### src/design/ppjs_ram.sv
// ppjs_ram: generic single-write, single-read RAM with registered read data.
// No dependencies.
`timescale 1ns / 1ps

module ppjs_ram #(
    parameter int WIDTH = 8,
    parameter int DEPTH = 16
) (
    input  logic                     aclk,
    input  logic                     we,
    input  logic [$clog2(DEPTH)-1:0] waddr,
    input  logic [WIDTH-1:0]         wdata,
    input  logic [$clog2(DEPTH)-1:0] raddr,
    output logic [WIDTH-1:0]         rdata
);

    logic [WIDTH-1:0] mem [DEPTH];

    always_ff @(posedge aclk) begin
        if (we) begin
            mem[waddr] <= wdata;
        end
        rdata <= mem[raddr];
    end

endmodule

### config.mk
export PLATFORM = sky130hd
export DESIGN_NAME = ppjs_ram
export DESIGN_NICKNAME = d
export VERILOG_FILES = /design/src/design/ppjs_ram.sv
export SDC_FILE = /design/constraint.sdc
export NUM_CORES = 1
export LEC_CHECK = 0
export ABC_AREA = 1
export BUFFER_PORTS_ARGS = -buffer_cell sky130_fd_sc_hd__buf_2
export CAP_MARGIN = 10
export CELL_PAD_IN_SITES_DETAIL_PLACEMENT = 0
export CELL_PAD_IN_SITES_GLOBAL_PLACEMENT = 2
export CORE_MARGIN = 1.5
export CORE_UTILIZATION = 35
export CTS_BUF_LIST = sky130_fd_sc_hd__clkbuf_8 sky130_fd_sc_hd__clkbuf_16
export DETAILED_ROUTE_END_ITERATION = 8
export HOLD_SLACK_MARGIN = 0.15
export PLACE_DENSITY_LB_ADDON = 0.1
export REMOVE_ABC_BUFFERS = 1
export SYNTH_ARGS = -nofsm -noshare
export SYNTH_HDL_FRONTEND = slang
export SYNTH_SLANG_ARGS = --single-unit
### constraint.sdc
create_clock -name aclk -period 2 [get_ports aclk]
set_input_delay 0.1 -clock aclk [delete_from_list [all_inputs] [get_ports aclk]]
set_output_delay 0.1 -clock aclk [all_outputs]
set_load 0.01 [all_outputs]
==> metrics.csv <==
stage,metric,value,unit
place,pre-CTS setup slack,0.532,ns
detailed_routing,final wirelength,14400,um
logic_synthesis,Post-synth EDFFs,128,
detailed_routing,Vias,3754,
logic_synthesis,dominant synthesized flop cell,edfxtp_1,
logic_synthesis,most frequent cell after synthesis,nand2_1,
clock_network,Num CTS Buffers,17,
pwr,switching share of power,0.216,
place,RePlAce Congestion,0.759,
floorplanning,IO Pins,26,
sta,setup ws final,0.887,ns
clock_network,"Clk Latency, worst-skew pair",0.42,ns
status,status,"finished, final reports clean",
detailed_routing,Post-DRT Antenna Nets,0,
place,DP Wirelength,8790,um
detailed_routing,DRT Pass-1 Iters,4,
min_path,worst min path class,input pin to flip-flop,
sta,skew final,0.00882,ns
clock_network,CTS resizes,0,
cells_and_area,# nets final,617,
sta,# setup viols final,0,
logic_synthesis,multiplexer share of the synthesized area,0,
floorplanning,Die W,131,um
worst_setup_path,crit path max-delay cell type,dlygate4sd3_1,
logic_synthesis,Post-Synthesis Cells,551,
pwr,Peak VDD IR,571,uV
sta,Tmin final,1.11,ns
global_route,Global Route Usage Sum,0.178,
clock_network,"Reg clk slew, reported paths",0.06,ns
clock_network,Clock Path Buffers,2,
worst_setup_path,CP peak stage delay,0.54,ns
flow_run,max cap viols,0,
worst_setup_path,"critical path fanouts, max",9,
pwr,power share of the clock group,0.457,
global_route,first-pass GRT wire length,22400,um
logic_synthesis,Synth top cells by count,"nand2_1, edfxtp_1, inv_1",
detailed_routing,Via density,4.53,
sta,setup TNS,0,ns
logic_synthesis,Post-Synth Simple-Gate Area,0.210,
logic_synthesis,sequential fraction of the synthesis area,0.694,
logic_synthesis,Post-Synthesis Cell Area,5770,um2
worst_setup_path,critical path class,input pin to flip-flop,
clock_network,CTS H-tree depth,4,
pwr,sequential share of power,0.481,
detailed_routing,DRT iter0 DRCs,287,
floorplanning,Starting Density,0.360,
floorplanning,Die Span Y,131,um
logic_synthesis,XOR/XNOR Fraction of Synth Area,0,
sta,Slew Limit Fails,0,
logic_synthesis,ys async rst share,0,
worst_setup_path,Setup crit end kind,flip-flop,
floorplanning,core footprint,16000,um2
pwr,Pleak,2.94,nW
logic_synthesis,Synth Area in Compound Gates,0,
logic_synthesis,"top cells by area, synth","edfxtp_1, nand2_1, nand3_1",
cells_and_area,n_diodes,0,
pwr,Combinational Power Share,0.061,
cells_and_area,filler instances,1605,
pwr,net switching power,1.43,mW
sta,Relative slew margins,0.543,
cells_and_area,layout cells sized above 1,0.116,
logic_synthesis,Adder-Cell Fraction of Synth Area,0,
cells_and_area,Multi-input gate area,1210,um2
floorplanning,# rows,46,
logic_synthesis,largest family of logic cells by synthesized area,simple AND/OR/NAND/NOR gates,
clock_network,clock sinks,136,
pwr,cell area power density,978,nW/um2
cells_and_area,Area Overhead vs Synth,18.0,%
worst_setup_path,crit path cell chain,"dlygate4sd3_1, buf_2, inv_1, nand3_1, nand2_1",
detailed_routing,Routed WL per cell,17.4,um
global_route,total gr overflow,0,
floorplanning,die area,17300,um2
clock_network,CTS tree,yes,
logic_synthesis,post-synth top area share,0.667,
sta,RSZ-0062 raised after global routing,false,
worst_setup_path,startpoint types,input pin,
logic_synthesis,Yosys cell types,12,
place,# port buffers,25,
cells_and_area,FF/Latch Area,4000,um2
sta,fmax,899,MHz
logic_synthesis,Synth Warn #,0,
sta,Tcrit/Tclk final,0.556,
sta,worst-margin pin slew,0.684,ns
logic_synthesis,post-synthesis register bit count,136,
global_route,maximum number of pins on one net before global-route repair,65,
clock_network,Post-CTS Setup Inserts,0,
worst_setup_path,WP data required,2.36,ns
clock_network,Root Driver,clkbuf_16,
logic_synthesis,"area leader, netlist",edfxtp_1,
worst_setup_path,"Arr. time, crit path",1.47,ns
logic_synthesis,syn avg cell area,10.5,um2
pwr,Int Power,5.22,mW
detailed_routing,DRC violations left,0,
global_route,initial antenna violation count,1,
clock_network,hold bufs inserted after CTS,8,
global_route,vias in the first global route,3795,
sta,Fin. Hold Viols,0,
-- flip-flops by register name (all words and copies together) (netlist names) --
signal  cells
mem       128
rdata       8
-- cells in the final DEF (no fill, tap or decap), drive strengths merged --
cell / Yosys / routed
nand2: 173 / 173
nor2: 17 / 17
dlygate4sd3: 0 / 8
edfxtp: 128 / 128
nand3: 97 / 97
clkinvlp: 0 / 1
buf: 24 / 45
clkinv: 0 / 9
dfxtp: 8 / 8
bufinv: 0 / 3
clkbuf: 0 / 17
inv: 102 / 104
nand3b: 2 / 2
-- worst max-delay path, delay by kind of cell --
family,cells,cell delay (ns)
buffers and inverters,3,1.04
and+or+nand+nor,2,0.32
-- through the flow --
stage          utilization  power, mW  instances  area (um2)  hold WS (ns)
2_1_floorplan            -       3.44        527        5600         0.199
3_5_place_dp         0.385       3.67        788        6160         0.501
4_1_cts              0.425       6.71        828        6810         0.161
3_3_place_gp         0.385       3.67        788        6160         0.497
6_report             0.425       6.66        828        6810         0.152
5_1_grt              0.425       6.89        828        6810         0.155
-- layer usage --
layer / global-route usage / up-vias / routed length, um
met4: 0.0519 / 0 / 158
met5: 0 / - / 0
met1: 0.249 / 1809 / 6940
li1: - / 1867 / -
met2: 0.280 / 62 / 6740
met3: 0.0409 / 16 / 553
-- cell families after synthesis --
logic type / Yosys count
flops: 136
buf+inv: 126
simple gates: 289
-- final cells by class --
class / count / share of cell area
clock inverter: 15 / 0.0210
timing repair buffer: 53 / 0.0540
sequential: 136 / 0.588
clock buffer: 17 / 0.0625
multi-input combinational: 289 / 0.178
inverter: 102 / 0.0562
tap: 216 / 0.0397
-- path summary, 6_finish.rpt --
check / slack, ns / startpoint / cells past startpoint / to
worst min-delay path: 0.15 / wdata[2] / 1 / mem[3][2]
worst max register to register: 0.98 / mem[13][0] / 6 / rdata[0]
worst min register to register: 0.66 / mem[2][0] / 6 / rdata[0]
worst max-delay path: 0.89 / raddr[3] / 5 / rdata[6]
-- power by group through the flow --
stage / Clock (mW) / Sequential [mW] / Combinational [mW]
after floorplan: 0 / 3.27 / 0.172
after global placement: 0 / 3.26 / 0.405
after detailed placement: 0 / 3.26 / 0.406
after CTS: 3.08 / 3.21 / 0.421
after global routing: 3.22 / 3.21 / 0.463
final: 3.04 / 3.20 / 0.408
Note: power is estimated with default switching activity, not from simulation.
