File: src/design/ppjs_pkg.sv
// ppjs_pkg: shared constants, types and codes of the processor pool job scheduler.
// No dependencies; imported by every module of the block except ppjs_ram.
`timescale 1ns / 1ps

package ppjs_pkg;

    // Pool and queue sizes
    localparam int MAX_PROCESSORS = 64;
    localparam int MAX_SLOTS      = 64;
    localparam int QUEUE_DEPTH    = 64;

    // Field widths
    localparam int PROC_W  = 7;
    localparam int DUR_W   = 12;
    localparam int TICK_W  = 32;
    localparam int CNT_W   = 32;
    localparam int ENTRY_W = PROC_W + DUR_W;

    // Retire tree shape
    localparam int GROUP_SIZE = 8;
    localparam int NUM_GROUPS = MAX_SLOTS / GROUP_SIZE;
    localparam int GSUM_W     = PROC_W + $clog2(GROUP_SIZE);
    localparam int GCNT_W     = $clog2(GROUP_SIZE + 1);
    localparam int HELD_W     = PROC_W + $clog2(MAX_SLOTS);
    localparam int SLOT_CNT_W = $clog2(MAX_SLOTS + 1);

    // Wait queue
    localparam int QPTR_W = $clog2(QUEUE_DEPTH);
    localparam int QCNT_W = $clog2(QUEUE_DEPTH + 1);

    localparam logic [PROC_W-1:0] POOL_MAX = PROC_W'(MAX_PROCESSORS);

    typedef logic [PROC_W-1:0] proc_t;
    typedef logic [TICK_W-1:0] tick_t;

    typedef enum logic [2:0] {
        ST_IDLE,
        ST_MATCH,
        ST_GROUP,
        ST_TOTAL,
        ST_RETIRE,
        ST_HEAD,
        ST_ARRIVE
    } state_t;

    typedef enum logic [1:0] {
        ARR_NONE       = 2'd0,
        ARR_QUEUED     = 2'd1,
        ARR_IMPOSSIBLE = 2'd2,
        ARR_QUEUE_FULL = 2'd3
    } arr_status_t;

    // Broadcast from the sequencer to every slot cell
    typedef struct packed {
        logic  match_en;
        tick_t tick;
        logic  start_en;
        tick_t start_end;
        proc_t start_procs;
    } cell_ctl_t;

endpackage

File: src/design/ppjs_cell.sv
// ppjs_cell: one job slot of the slot chain (valid, end tick, processors held).
// Depends on ppjs_pkg. The free-slot grant ripples from cell to cell.
`timescale 1ns / 1ps

module ppjs_cell
    import ppjs_pkg::*;
(
    input  logic      aclk,
    input  logic      aresetn,
    input  cell_ctl_t ctl,
    input  logic      grant_in,
    output logic      grant_out,
    output logic      valid,
    output proc_t     hit_procs
);

    logic  valid_reg, valid_next;
    logic  hit_reg, hit_next;
    tick_t end_reg;
    proc_t procs_reg;
    logic  take;
    logic  ends_now;

    assign ends_now  = ctl.match_en && valid_reg && (end_reg == ctl.tick);
    assign take      = ctl.start_en && grant_in && !valid_reg;
    assign grant_out = grant_in && valid_reg;
    assign valid     = valid_reg;
    assign hit_procs = hit_reg ? procs_reg : '0;

    always_comb begin
        hit_next   = ends_now;
        valid_next = valid_reg;
        if (ends_now) begin
            valid_next = 1'b0;
        end else if (take) begin
            valid_next = 1'b1;
        end
    end

    always_ff @(posedge aclk) begin
        if (!aresetn) begin
            valid_reg <= 1'b0;
            hit_reg   <= 1'b0;
        end else begin
            valid_reg <= valid_next;
            hit_reg   <= hit_next;
        end
    end

    always_ff @(posedge aclk) begin
        if (take) begin
            end_reg   <= ctl.start_end;
            procs_reg <= ctl.start_procs;
        end
    end

endmodule

File: config.mk
export PLATFORM = sky130hd
export DESIGN_NAME = ppjs_cell
export DESIGN_NICKNAME = d
export VERILOG_FILES = /design/src/design/ppjs_pkg.sv /design/src/design/ppjs_cell.sv
export SDC_FILE = /design/constraint.sdc
export NUM_CORES = 1
export LEC_CHECK = 0
export ABC_AREA = 1
export BUFFER_PORTS_ARGS = -buffer_cell sky130_fd_sc_hd__buf_2
export CAP_MARGIN = 20
export CORE_UTILIZATION = 45
export CTS_CLUSTER_DIAMETER = 50
export DETAILED_ROUTE_END_ITERATION = 6
export PLACE_DENSITY = 0.74
export SLEW_MARGIN = 25
export SYNTH_ARGS = -nofsm -noshare
export SYNTH_HDL_FRONTEND = slang
export SYNTH_SLANG_ARGS = --single-unit
File: constraint.sdc
create_clock -name aclk -period 3.8 [get_ports aclk]
set_input_delay 0.57 -clock aclk [delete_from_list [all_inputs] [get_ports aclk]]
set_output_delay 0.57 -clock aclk [all_outputs]
set_load 0.01 [all_outputs]
==> results.sh <==
export IMPL_run_status="completed"
export IMPL_critPathMaxFanout=5
export IMPL_crit_path_end_kind="output port"
export IMPL_ir_drop_v=0.000229
export IMPL_cts_htree_levels=2
export IMPL_reg2reg_slack_ns=2.45
export IMPL_fin_crit_sh_pct=41.5
export IMPL_hold_depth=1
export IMPL_final_setup_worst_slack_ns=2.22
export IMPL_die_area_sq_um=4510
export IMPL_grt_pass1_vias=1366
export IMPL_power_density_nw_per_um2=363
export IMPL_avgRoutedWirePerCell_um=9.80
export IMPL_rr_startpoint="valid"
export IMPL_finalWeightedCongestion=0.722
export IMPL_post_synth_top_count_cell="nand2_1"
export IMPL_setup_violations_final=0
export IMPL_min_to="end_reg[18]"
export IMPL_netlist_area_leader_share_pct=61.3
export IMPL_critPathSlowestCell="dfxtp_1"
export IMPL_clockBufferDepth=2
export IMPL_num_antenna_cells=0
export IMPL_synth_cells=205
export IMPL_io_pins=85
export IMPL_start_util_pct=47.4
export IMPL_cpLargestDelayFamily="flip-flops"
export IMPL_hold_class="input port to flop"
export IMPL_yosysTopAreaCell="edfxtp_1"
export IMPL_rsz0062_at_grt="false"
export IMPL_core_area_sq_um=4030
export IMPL_worstMarginPinSlew_ns=0.482
export IMPL_grt_total_usage_pct=16.0
export IMPL_path_class="flop to output port"
export IMPL_drive_above_1_share_pct=32.9
export IMPL_nets=373
export IMPL_fillCellCount=368
export IMPL_antenna_found_initial=0
export IMPL_finalHoldViolations=0
export IMPL_crit_path_start_kind="flop"
export IMPL_synthesis_yosys_warnings=0
export IMPL_area_delta_synth_final_pct=32.0
export IMPL_crit_path_max_incr_delay_ns=0.45
export IMPL_root_buffer="clkbuf_8"
export IMPL_io_buffers=84
export IMPL_largest_reg_flops=32
export IMPL_via_per_inst=4.24
export IMPL_wl_mm=3.41
export IMPL_p_leak_nw=1.33
export IMPL_ys_top_cells_by_count="70 x nand2_1, 45 x inv_1, 39 x edfxtp_1, 26 x nor2_1, 5 x xnor2_1"
export IMPL_drt_first_pass_iters=4
export IMPL_crit_chain="nand2_1 -> inv_1 -> buf_2"
export IMPL_clk_pin_slew_ns=0.08
export IMPL_clock_skew_ns=0.00551
export IMPL_synth_edf_count=39
export IMPL_initialDrtViolationCount=47
export IMPL_cts_post_setup_buffers_inserted=0
export IMPL_relSlewSlack_pct=67.8
export IMPL_dp_slack_ns=1.81
export IMPL_crit_buf_inv=2
export IMPL_post_route_min_period_ns=1.58
export IMPL_grt_overflow_total=0
export IMPL_clock_latency_ns=0.29
export IMPL_hpwl_mm=2.66
export IMPL_fmax_ghz=0.634
export IMPL_avgSynthCellArea_sq_um=9.32
export IMPL_clock_sink_count=41
export IMPL_drc=0
export IMPL_die_x_um=67.2
export IMPL_synth_area_sq_um=1910
export IMPL_cts_resized_gates=0
export IMPL_fin_tns_setup_ns=0
export IMPL_synthDistinctLibCells=15
export IMPL_num_rows=23
export IMPL_worstPathRequired_ns=3.23
export IMPL_r2r_cells=2
export IMPL_grt_pass1_wl_mm=5.16
export IMPL_drv_cap=0
export IMPL_die_y_um=67.2
export IMPL_yosysSeqAreaShare_pct=63.4
export IMPL_syn_nets=281
export IMPL_rr_endpoint="end_reg[0]"
export IMPL_numCtsBuffers=5
export IMPL_synth_area_top_cells="edfxtp_1 61%, nand2_1 14%, inv_1 8.8%, nor2_1 5.1%, xnor2_1 2.3%"
export IMPL_hp_start="ctl[25]"
export IMPL_critPathArrivalTime_ns=1.01
export IMPL_tritoncts="built"
export IMPL_vias=1476
export IMPL_hold_buffers=0
export IMPL_ys_flop_type="edfxtp_1"
export IMPL_synth_ff_latch_count=41
export IMPL_power_uw=917
export IMPL_grt_max_degree=41
export IMPL_drtAntennaViolNets=0
export IMPL_async_reset_ff_share_pct=0
export IMPL_drv_slew=0
layout make-up:
type,instances,area (sq um),share of cell area (%)
sequential,41,1210,48.0
multi-input combinational,117,531,21.0
timing repair buffer,85,448,17.8
inverter,47,176,6.99
clock buffer,7,86.3,3.42
tap,50,62.6,2.48
clock inverter,1,7.51,0.298
through the flow:
step,cell area [sq um],hold slack [ns],std cells,util (%)
3_3_place_gp,2400,0.604,339,59.6
3_5_place_dp,2400,0.635,339,59.6
4_1_cts,2490,0.435,347,61.9
6_report,2520,0.448,348,62.6
2_1_floorplan,1910,0.593,205,-
5_1_grt,2520,0.429,348,62.6
logic make-up after synthesis:
| group | count (synthesis) | share of synthesized area [%] |
|---|---|---|
| AOI/OAI and AO/OA | 4 | 1.05 |
| xor gates and xnor gates | 8 | 3.67 |
| buffers and inverters | 47 | 9.23 |
| DFF | 41 | 63.4 |
| and+or+nand+nor | 105 | 22.7 |
placed cells by master (no fill, tap or decap), drive strengths merged:
cell | netlist | final
buf | 0 | 85
nand2 | 70 | 70
inv | 47 | 47
edfxtp | 39 | 39
nor2 | 26 | 26
clkbuf | 0 | 7
xnor2 | 5 | 5
o21ai | 4 | 4
xor2 | 3 | 3
nand3 | 3 | 3
or2 | 3 | 3
dfxtp | 2 | 2
nor3 | 2 | 2
nand4 | 1 | 1
clkinvlp | 0 | 1
worst reg2reg max path, stage by stage, from the launching register on:
cell and delay (ns):
dfxtp_1 0.37, nor2_4 0.43, buf_16 0.24
how the worst max path moves through the flow:
stage | startpoint | to | slack, ns | cells after the start
2_1_floorplan | ctl[39] | end_reg[0] | 1.07 | 2
3_3_place_gp | grant_in | end_reg[0] | 1.86 | 3
3_5_place_dp | grant_in | end_reg[0] | 1.81 | 3
4_1_cts | grant_in | end_reg[0] | 2.12 | 3
5_1_grt | hit_reg | hit_procs[4] | 2.12 | 3
6_report | valid | grant_out | 2.22 | 3
per-layer routing:
metal	share of wire [%]	wire (um)	track usage (%)
met3	5.9	201	6.08
met5	0	0	0
met2	52	1760	29.1
met1	41	1390	15.9
met4	1.8	61	7.45
report_power, final:
part / leakage, nW / switching (mW) / internal [mW]
registers: 0.380 / 0.00806 / 0.518
clock network: 0.0445 / 0.143 / 0.147
logic: 0.903 / 0.0487 / 0.0512
Note: power is estimated with default switching activity, not from simulation.
