`config.mk`:
```
export PLATFORM = sky130hd
export DESIGN_NAME = ppjs_tree
export DESIGN_NICKNAME = d
export VERILOG_FILES = /design/src/design/ppjs_pkg.sv /design/src/design/ppjs_tree.sv
export SDC_FILE = /design/constraint.sdc
export NUM_CORES = 1
export LEC_CHECK = 0
export BUFFER_PORTS_ARGS = -buffer_cell sky130_fd_sc_hd__buf_2
export CORE_ASPECT_RATIO = 0.9
export CORE_MARGIN = 10
export CORE_UTILIZATION = 61
export CTS_BUF_LIST = sky130_fd_sc_hd__clkbuf_4
export CTS_CLUSTER_DIAMETER = 60
export DETAILED_ROUTE_END_ITERATION = 7
export PLACE_DENSITY_LB_ADDON = 0.25
export SLEW_MARGIN = 20
export SYNTH_ARGS = -nofsm -noshare
export SYNTH_HDL_FRONTEND = slang
export SYNTH_SLANG_ARGS = --single-unit
```
`constraint.sdc`:
```
create_clock -name aclk -period 5.7 [get_ports aclk]
set_input_delay 0.285 -clock aclk [delete_from_list [all_inputs] [get_ports aclk]]
set_output_delay 0.285 -clock aclk [all_outputs]
set_load 0.02 [all_outputs]
```
`src/design/ppjs_pkg.sv`:
```
// ppjs_pkg: shared constants, types and codes of the processor pool job scheduler.
// No dependencies; imported by every module of the block except ppjs_ram.
`timescale 1ns / 1ps

package ppjs_pkg;

    // Pool and queue sizes
    localparam int MAX_PROCESSORS = 64;
    localparam int MAX_SLOTS      = 64;
    localparam int QUEUE_DEPTH    = 64;

    // Field widths
    localparam int PROC_W  = 7;
    localparam int DUR_W   = 12;
    localparam int TICK_W  = 32;
    localparam int CNT_W   = 32;
    localparam int ENTRY_W = PROC_W + DUR_W;

    // Retire tree shape
    localparam int GROUP_SIZE = 8;
    localparam int NUM_GROUPS = MAX_SLOTS / GROUP_SIZE;
    localparam int GSUM_W     = PROC_W + $clog2(GROUP_SIZE);
    localparam int GCNT_W     = $clog2(GROUP_SIZE + 1);
    localparam int HELD_W     = PROC_W + $clog2(MAX_SLOTS);
    localparam int SLOT_CNT_W = $clog2(MAX_SLOTS + 1);

    // Wait queue
    localparam int QPTR_W = $clog2(QUEUE_DEPTH);
    localparam int QCNT_W = $clog2(QUEUE_DEPTH + 1);

    localparam logic [PROC_W-1:0] POOL_MAX = PROC_W'(MAX_PROCESSORS);

    typedef logic [PROC_W-1:0] proc_t;
    typedef logic [TICK_W-1:0] tick_t;

    typedef enum logic [2:0] {
        ST_IDLE,
        ST_MATCH,
        ST_GROUP,
        ST_TOTAL,
        ST_RETIRE,
        ST_HEAD,
        ST_ARRIVE
    } state_t;

    typedef enum logic [1:0] {
        ARR_NONE       = 2'd0,
        ARR_QUEUED     = 2'd1,
        ARR_IMPOSSIBLE = 2'd2,
        ARR_QUEUE_FULL = 2'd3
    } arr_status_t;

    // Broadcast from the sequencer to every slot cell
    typedef struct packed {
        logic  match_en;
        tick_t tick;
        logic  start_en;
        tick_t start_end;
        proc_t start_procs;
    } cell_ctl_t;

endpackage

```
`src/design/ppjs_tree.sv`:
```
// ppjs_tree: two-level registered sum of retiring slots (processors and count).
// Depends on ppjs_pkg. Cell hit flags are summed into group registers, then into the total registers.
`timescale 1ns / 1ps

module ppjs_tree
    import ppjs_pkg::*;
(
    input  logic                  aclk,
    input  proc_t                 hit_procs [MAX_SLOTS],
    output logic [HELD_W-1:0]     sum,
    output logic [SLOT_CNT_W-1:0] cnt
);

    logic [GSUM_W-1:0]     gsum_reg [NUM_GROUPS];
    logic [GCNT_W-1:0]     gcnt_reg [NUM_GROUPS];
    logic [GSUM_W-1:0]     gsum_next [NUM_GROUPS];
    logic [GCNT_W-1:0]     gcnt_next [NUM_GROUPS];
    logic [HELD_W-1:0]     sum_reg, sum_next;
    logic [SLOT_CNT_W-1:0] cnt_reg, cnt_next;

    always_comb begin
        for (int g = 0; g < NUM_GROUPS; g++) begin
            gsum_next[g] = '0;
            gcnt_next[g] = '0;
            for (int k = 0; k < GROUP_SIZE; k++) begin
                gsum_next[g] = gsum_next[g] + GSUM_W'(hit_procs[g*GROUP_SIZE+k]);
                gcnt_next[g] = gcnt_next[g]
                             + GCNT_W'(hit_procs[g*GROUP_SIZE+k] != '0);
            end
        end
    end

    always_comb begin
        sum_next = '0;
        cnt_next = '0;
        for (int g = 0; g < NUM_GROUPS; g++) begin
            sum_next = sum_next + HELD_W'(gsum_reg[g]);
            cnt_next = cnt_next + SLOT_CNT_W'(gcnt_reg[g]);
        end
    end

    always_ff @(posedge aclk) begin
        gsum_reg <= gsum_next;
        gcnt_reg <= gcnt_next;
        sum_reg  <= sum_next;
        cnt_reg  <= cnt_next;
    end

    assign sum = sum_reg;
    assign cnt = cnt_reg;

endmodule

```
==> impl_summary.md, run 1 <==
Finish
In the final layout, the multi-input gates occupy 0.0129 mm2. The register with the most flip-flops in the layout has 80 of them. The sequential standard cell area is 0.00264 mm2. The relative area change from synthesis to final layout is 17.4%. In the final layout, the share of cells above drive strength 1 is 0.225. The final layout contains 3,263 nets. Counting the fill cells in the layout gives 2,187.

Clock tree
The number of setup buffers added after CTS is 0. The number of hold buffers added after cts is 0. The clock transition at the register clock pins on the worst setup and hold paths after CTS is 0.12 ns. The tree built by TritonCTS fans out to 132 sinks. The number of levels the H-tree was split into is 4. In this run the clock root is driven by a clkbuf_4. The clock insertion delay at the later pin of the skew report is 0.55 ns.

The post-cts resize count is 0. The buffer depth of the longest clock path is 2. The number of clock buffers added by TritonCTS is 17. TritonCTS built the clock tree.

Timing
The transition time at the pin with the least slew margin is 0.779 ns. The sum of negative setup slack is 0 ns. The worst relative slew slack is 0.476. In the finished design, the share of the clock period the worst path needs comes to 0.708. The max-slew violation total from the final report is 0. The clock period minus worst slack is 4.04 ns. The final-report hold violation count came to 0. The total of endpoints with negative setup slack in the final report is 0.

The worst clock skew is 0.0216 ns. Setup repair after global routing left no endpoint under its margin. Derived from the worst setup path, the maximum achievable clock frequency is 248 MHz.

Floorplan
The initial core utilization is 0.621. The region available for standard cell placement spans 0.0290 mm2. In this run the vertical extent of the chip is 183 um.

The die area is 0.0368 mm2. The number of placed I/O pins is 469. The initialized floorplan defines 59 standard-cell rows. The die boundary width is 201 um.

Logic synthesis
By area the synthesized netlist is led by fa_1, dfxtp_1, inv_1. The share of synthesized area in the top cell type comes to 0.492. The synthesized design contains 132 register bits. fa_1 takes more of the synthesized area than any other cell.

The number of warnings issued by yosys is 0. The sequential fraction of the synthesis area is 0.147. In this run, synthesis inferred 0 flip-flops with an integrated enable. The mapped netlist covers 0.0180 mm2. inv_1 is the most common cell in the netlist. In this run, distinct cell masters in the synthesized netlist total 44. For this run, the leading register cell type out of synthesis is dfxtp_1. The post-synthesis instance total is 1,761.

A synthesized cell averages 10.2 um2. The fraction of synthesis flops using an asynchronous set or reset pin is 0. The commonest cells after synthesis are inv_1, fa_1, dfxtp_1. When the netlist entered floorplanning its net count stood at 2,776.

Worst setup path
The worst setup path is launched from a flop. The count of cells along the worst register-to-register path is 14. Across all register-to-register paths, the minimum setup slack is 1.66 ns.

At the worst endpoint, the arrival time is 4.51 ns. The worst setup path category is flop to flop. At the worst endpoint, the required time is 6.17 ns.

Of all nets on the critical path, the largest fanout is 4. The endpoint type of the worst setup path is a flop.

GRT
The number of global-route vias before repair is 15,700. For this run the aggregate overflow at the end of global routing stands at 0. The aggregate global-route resource usage is 0.270. For met3 alone, demand over resource in global routing was 0.0719. The initial antenna violation count was 3. The global routing met2 resource utilization is 0.473.

The largest net degree at the start of global routing is 17. The first global-routing pass estimated 78,000 um of wire. The highest-utilization routing layer at the global route stage is met2.

For met1 alone, demand over resource in global routing was 0.322.

Route
In the routed design, unresolved DRC markers number 0. The vias per cell is 5.03. Summed over all layers, the routed wires come to 48,500 um. The pre-antenna-repair detailed-routing pass consisted of 5 iterations. The total number of vias is 13,400. The iteration-0 DRC count of the detailed router is 630. Dividing the detail-routed wire length by the instance count gives 18.2 um. Once detail routing completed, the nets flagged for antenna violations numbered 0.

Placed design
The post-detailed-placement half-perimeter wirelength is 45,900 um. The count of buffers from port buffering is 468. Routability-driven placement finished with a final weighted congestion of 0.970.

Flow run
The count of max-cap constraint violations is 0.

Hold path
The path class of the tightest hold or removal check is input port to flop. The worst hold path passes through 3 cells.

Run status
The run finished with clean final reports.
## layout make-up
type	instances	area share
Antenna cell	1	0.000118
Clock buffer	18	0.00639
Clock inverter	14	0.00781
Inverter	658	0.117
Multi-Input combinational cell	971	0.610
Sequential cell	132	0.125
Tap cell	396	0.0234
Timing Repair Buffer	468	0.111
## stage by stage
| step | instances | hold slack (ns) | instance area [um2] | utilization | setup WS, ns |
|---|---|---|---|---|---|
| finish | 2658 | 0.0847 | 21100 | 0.729 | 1.66 |
| floorplan | 1761 | 0.497 | 18000 | - | 1.84 |
| global placement | 2625 | 0.560 | 20800 | 0.718 | 1.62 |
| detailed placement | 2625 | 0.556 | 20800 | 0.718 | 1.51 |
| global route | 2658 | 0.0767 | 21100 | 0.729 | 1.45 |
| CTS | 2657 | 0.0572 | 21100 | 0.729 | 1.65 |
## routing by layer
layer | share of wire | wire (um)
met1 | 0.39 | 18800
met3 | 0.075 | 3660
met2 | 0.51 | 24700
met4 | 0.026 | 1260
met5 | 0.00029 | 14
## placed cells by master (no fill, tap or decap), types with 18 or more instances in the layout
cell / n
xnor2_1: 28
nor2_1: 25
fa_1: 442
nor2b_1: 21
nor4_1: 71
or4_1: 37
a21oi_1: 28
inv_1: 658
dfxtp_1: 132
nand2_1: 53
ha_1: 124
clkbuf_4: 18
buf_2: 468
nor3_1: 44
## path summary, 6_finish.rpt
path	startpoint	endpoint
setup / recovery	gsum_reg[32]	sum[12]
setup reg to reg	gsum_reg[32]	sum[12]
hold / removal	hit_procs[217]	gsum_reg[30]
hold reg to reg	gsum_reg[70]	sum[0]
## critical path: stages, from the launching register on
cell and delay, ns:
dfxtp_1 0.34, fa_1 0.56, inv_1 0.11, fa_1 0.57, fa_1 0.43, fa_1 0.43, inv_1 0.06, ha_1 0.21
inv_1 0.08, fa_1 0.46, nor2b_1 0.14, o21ai_1 0.07, nand2_1 0.18, a211oi_2 0.13, o21ai_0 0.19
## logic make-up (layout without fill, tap and decap cells)
family,after synthesis,in the layout,synth area share
simple gates,270,270,0.0830
fa+ha+maj,566,566,0.578
xor+xnor,42,42,0.0204
buf+inv,658,1158,0.137
other cells,0,1,0
compound gates,91,91,0.0338
mux,2,2,0.00111
flops,132,132,0.147
Power of run 1 is left out: the tool's default activity adds up to more than one toggle a clock period on the data nets, which glitch-free logic cannot reach.
==> run 2: changes to the inputs <==
--- a/config.mk
+++ b/config.mk
@@ -8,7 +8,7 @@
 export BUFFER_PORTS_ARGS = -buffer_cell sky130_fd_sc_hd__buf_2
 export CORE_ASPECT_RATIO = 0.9
 export CORE_MARGIN = 10
-export CORE_UTILIZATION = 61
+export CORE_UTILIZATION = 56
 export CTS_BUF_LIST = sky130_fd_sc_hd__clkbuf_4
 export CTS_CLUSTER_DIAMETER = 60
 export DETAILED_ROUTE_END_ITERATION = 7
==> constraint.sdc (replaced) <==
create_clock -name aclk -period 3.8 [get_ports aclk]
set_input_delay 0.19 -clock aclk [delete_from_list [all_inputs] [get_ports aclk]]
set_output_delay 0.19 -clock aclk [all_outputs]
set_load 0.02 [all_outputs]
==> run 2 against run 1 <==
Against the previous run:
- the run now ends with setup timing left
- via count increased by 0.65%
- die area is 8.0% higher
- sequential cell count unchanged
- wire length up 1.5%
- global-route usage decreased by 1.8 points
- register-to-register slack worse by 1.7 ns
- worst setup slack got worse by 1.7 ns
- sequential share of layout area fell by 0.29 points
- clock-buffer cell count shrank 1
- first-iteration DRC count down 7.6%
==> impl_summary.md, run 2 (synthesis results as in run 1) <==
Route
The count of nets left with antenna violations once routing finished came out at 0. The total number of vias is 13,500. The total DRC errors in the routed layout is 0. Dividing the detail-routed wire length by the instance count gives 18.0 um.

After detailed routing, the total wire length is 49,200 um. Using the TritonRoute via totals, the vias-per-cell ratio works out to 4.91. The iteration-0 DRC count of the detailed router is 582. The iteration count of the initial detailed-routing pass is 7.

Clock tree
The TritonCTS buffer count is 17. The TritonCTS clock tree is done. The clock root buffer is clkbuf_4. CTS built an H-tree with a depth of 4. The buffer depth of the longest clock path is 2. The clock insertion delay at the later pin of the skew report is 0.52 ns.

Clock tree synthesis found a total of 132 sinks. Clock-pin slew was measured on the worst setup and hold paths at 0.13 ns.

Floorplan
The initial core utilization is 0.566. The standard-cell row count is 62. The floorplan step set the die height to 190 um. The die is 209 um wide. 469 I/O pins were placed. The die covers 0.0397 mm2.

The region available for standard cell placement spans 0.0318 mm2.

Finish
The flip-flop count of the largest register after layout is 80. The top cell types in the final layout, fill and taps aside, are inv_1, buf_2, fa_1. Of the cells placed in the final design, the portion with a size suffix greater than 1 is 0.253. Once layout is complete, the cells apart from fillers number 2,739.

The final non-filler cell area is 0.0217 mm2. The most frequent standard cell in the layout excluding fill and tap cells is inv_1. In the final design database the tool counted 3,323 nets. Compared with the post-synthesis result, the final layout area differs by 20.6%.

Timing
The transition time at the pin with the least slew margin is 0.690 ns. The worst relative slew slack is 0.536. The total of endpoints with negative setup slack in the final report is 2.

The final clock period utilization by the worst path is 1.01. The clock period minus worst slack is 3.85 ns. Setup repair after global routing could not meet its margin everywhere. Setup total negative slack on the finished layout was measured at -0.0911 ns. The worst clock skew is 0.0194 ns. Static timing analysis puts the maximum clock frequency at 260 MHz. In the post-route analysis, the smallest setup slack over all paths is -0.0462 ns.

The final-report hold violation count is 0. The max-slew violation total from the final report is 0.

GRT
Entering global routing, the biggest net connects 17 pins. The initial antenna violation count is 4. The first global-routing pass estimated 79,100 um of wire. In the global route stage, overall resource usage came out at 0.252. The residual overflow from global routing is 0.

The number of global-route vias before repair is 15,800.

Flow run
The count of max-cap constraint violations is 0.

Worst setup path
The worst setup path category is flop to flop. The startpoint of the worst setup timing path is gsum_reg[3]. The worst path required time is 4.22 ns.

The endpoint of the most critical setup path is sum[9]. STA classifies the critical path startpoint as a flop. For the worst setup path, the data arrival time is 4.27 ns. The number of gates on the worst path with buffers counted is 14. The delay contributed by the slowest stage of the critical path is 0.56 ns. The critical path's most frequent cell is fa_1.

Measured in cells, the most critical reg-to-reg path has a length of 14. The critical path buffer and inverter count is 4. The endpoint type of the worst setup path is a flop. The gate family responsible for the most delay along the worst path is adder cells. The cell with the biggest individual delay on the critical path is fa_1. The highest net fanout along the worst path is 3.

The endpoint of the lowest-slack register-to-register path is sum[9]. The setup check on the worst reg-to-reg path leaves a slack of -0.05 ns. In this run the critical register-to-register path is launched from gsum_reg[3]. The signal on the critical path passes through inv_2, fa_1, inv_2, fa_1, fa_1, inv_1, fa_1, inv_2, ha_4, a211oi_4, o21ai_4, a2111oi_4, nor3_1, xor2_1.

Placed design
The count of buffers from port buffering is 468. Prior to clock tree synthesis, the placed netlist has a worst setup slack of -0.234 ns. The post-detailed-placement half-perimeter wirelength is 46,100 um. Counting tap cells, the placed design contains a total of 2,698 instances. The final weighted congestion of routability-driven global placement is 0.939. The placed instances occupy a cell area of 0.0213 mm2.

Hold path
The worst min-delay path category is input port to flop.

Run status
The flow ran to the end, but the final reports show violations. The checks that failed: setup timing.
-- run 2: cell types whose count changed in the layout (fill, tap and decap cells not counted), moves of 3 or more --
cell / delta
inv_1: -8
dfxtp_1: -7
ha_4: +3
dfxtp_2: +7
clkinv_4: +3
clkinvlp_4: -3
dlygate4sd3_1: +3
inv_2: +8
buf_4: +57
ha_1: -3
-- run 2: worst min path at each step --
stage	cells past startpoint	to	start
after floorplan	3	gcnt_reg[0]	hit_procs[48]
after global placement	3	gsum_reg[30]	hit_procs[217]
after detailed placement	3	gsum_reg[30]	hit_procs[217]
after CTS	3	gsum_reg[0]	hit_procs[42]
after global routing	3	gsum_reg[0]	hit_procs[42]
final	3	gsum_reg[70]	hit_procs[441]
-- run 2: layer usage --
| layer | share of wire | vias up | GRT usage | wire (um) |
|---|---|---|---|---|
| met1 | 0.42 | 6686 | 0.323 | 20900 |
| met5 | 0.00026 | - | 0 | 13 |
| li1 | - | 6305 | - | - |
| met4 | 0.014 | 2 | 0.0470 | 679 |
| met2 | 0.51 | 408 | 0.440 | 24900 |
| met3 | 0.055 | 51 | 0.0502 | 2690 |
-- run 2: final cells by class --
cell class | count | area, um2
sequential | 132 | 2650
multi-input combinational | 971 | 13000
inverter | 658 | 2470
clock buffer | 17 | 128
timing repair buffer | 528 | 2800
tap | 416 | 520
antenna | 3 | 7.51
clock inverter | 14 | 151
fill | 2533 | 10100
-- run 2: worst register-to-register path, cell delays in order (launching register included) --
cell       delay (ns)
dfxtp_2          0.34
inv_2            0.04
fa_1             0.56
inv_2            0.05
fa_1             0.49
fa_1             0.49
inv_1            0.05
fa_1             0.52
inv_2            0.06
ha_4             0.22
a211oi_4         0.26
o21ai_4          0.12
a2111oi_4        0.30
nor3_1           0.10
xor2_1           0.15
-- run 2: what timing repair did --
action                                  in CTS  in global routing
hold buffers                                 3                  0
pin swaps                                    9                 13
gates resized for setup                     15                 15
buffers inserted                             3                  2
endpoints found under the setup margin       6                  7
hold endpoints to repair                     2                  0
-- run 2: stage by stage --
step / util / hold WS, ns
after floorplan: - / 0.402
after global placement: 0.669 / 0.547
after detailed placement: 0.669 / 0.560
after CTS: 0.680 / 0.00302
after global routing: 0.683 / 0.0197
final: 0.683 / 0.0467
Power of run 2 is left out for the same reason.
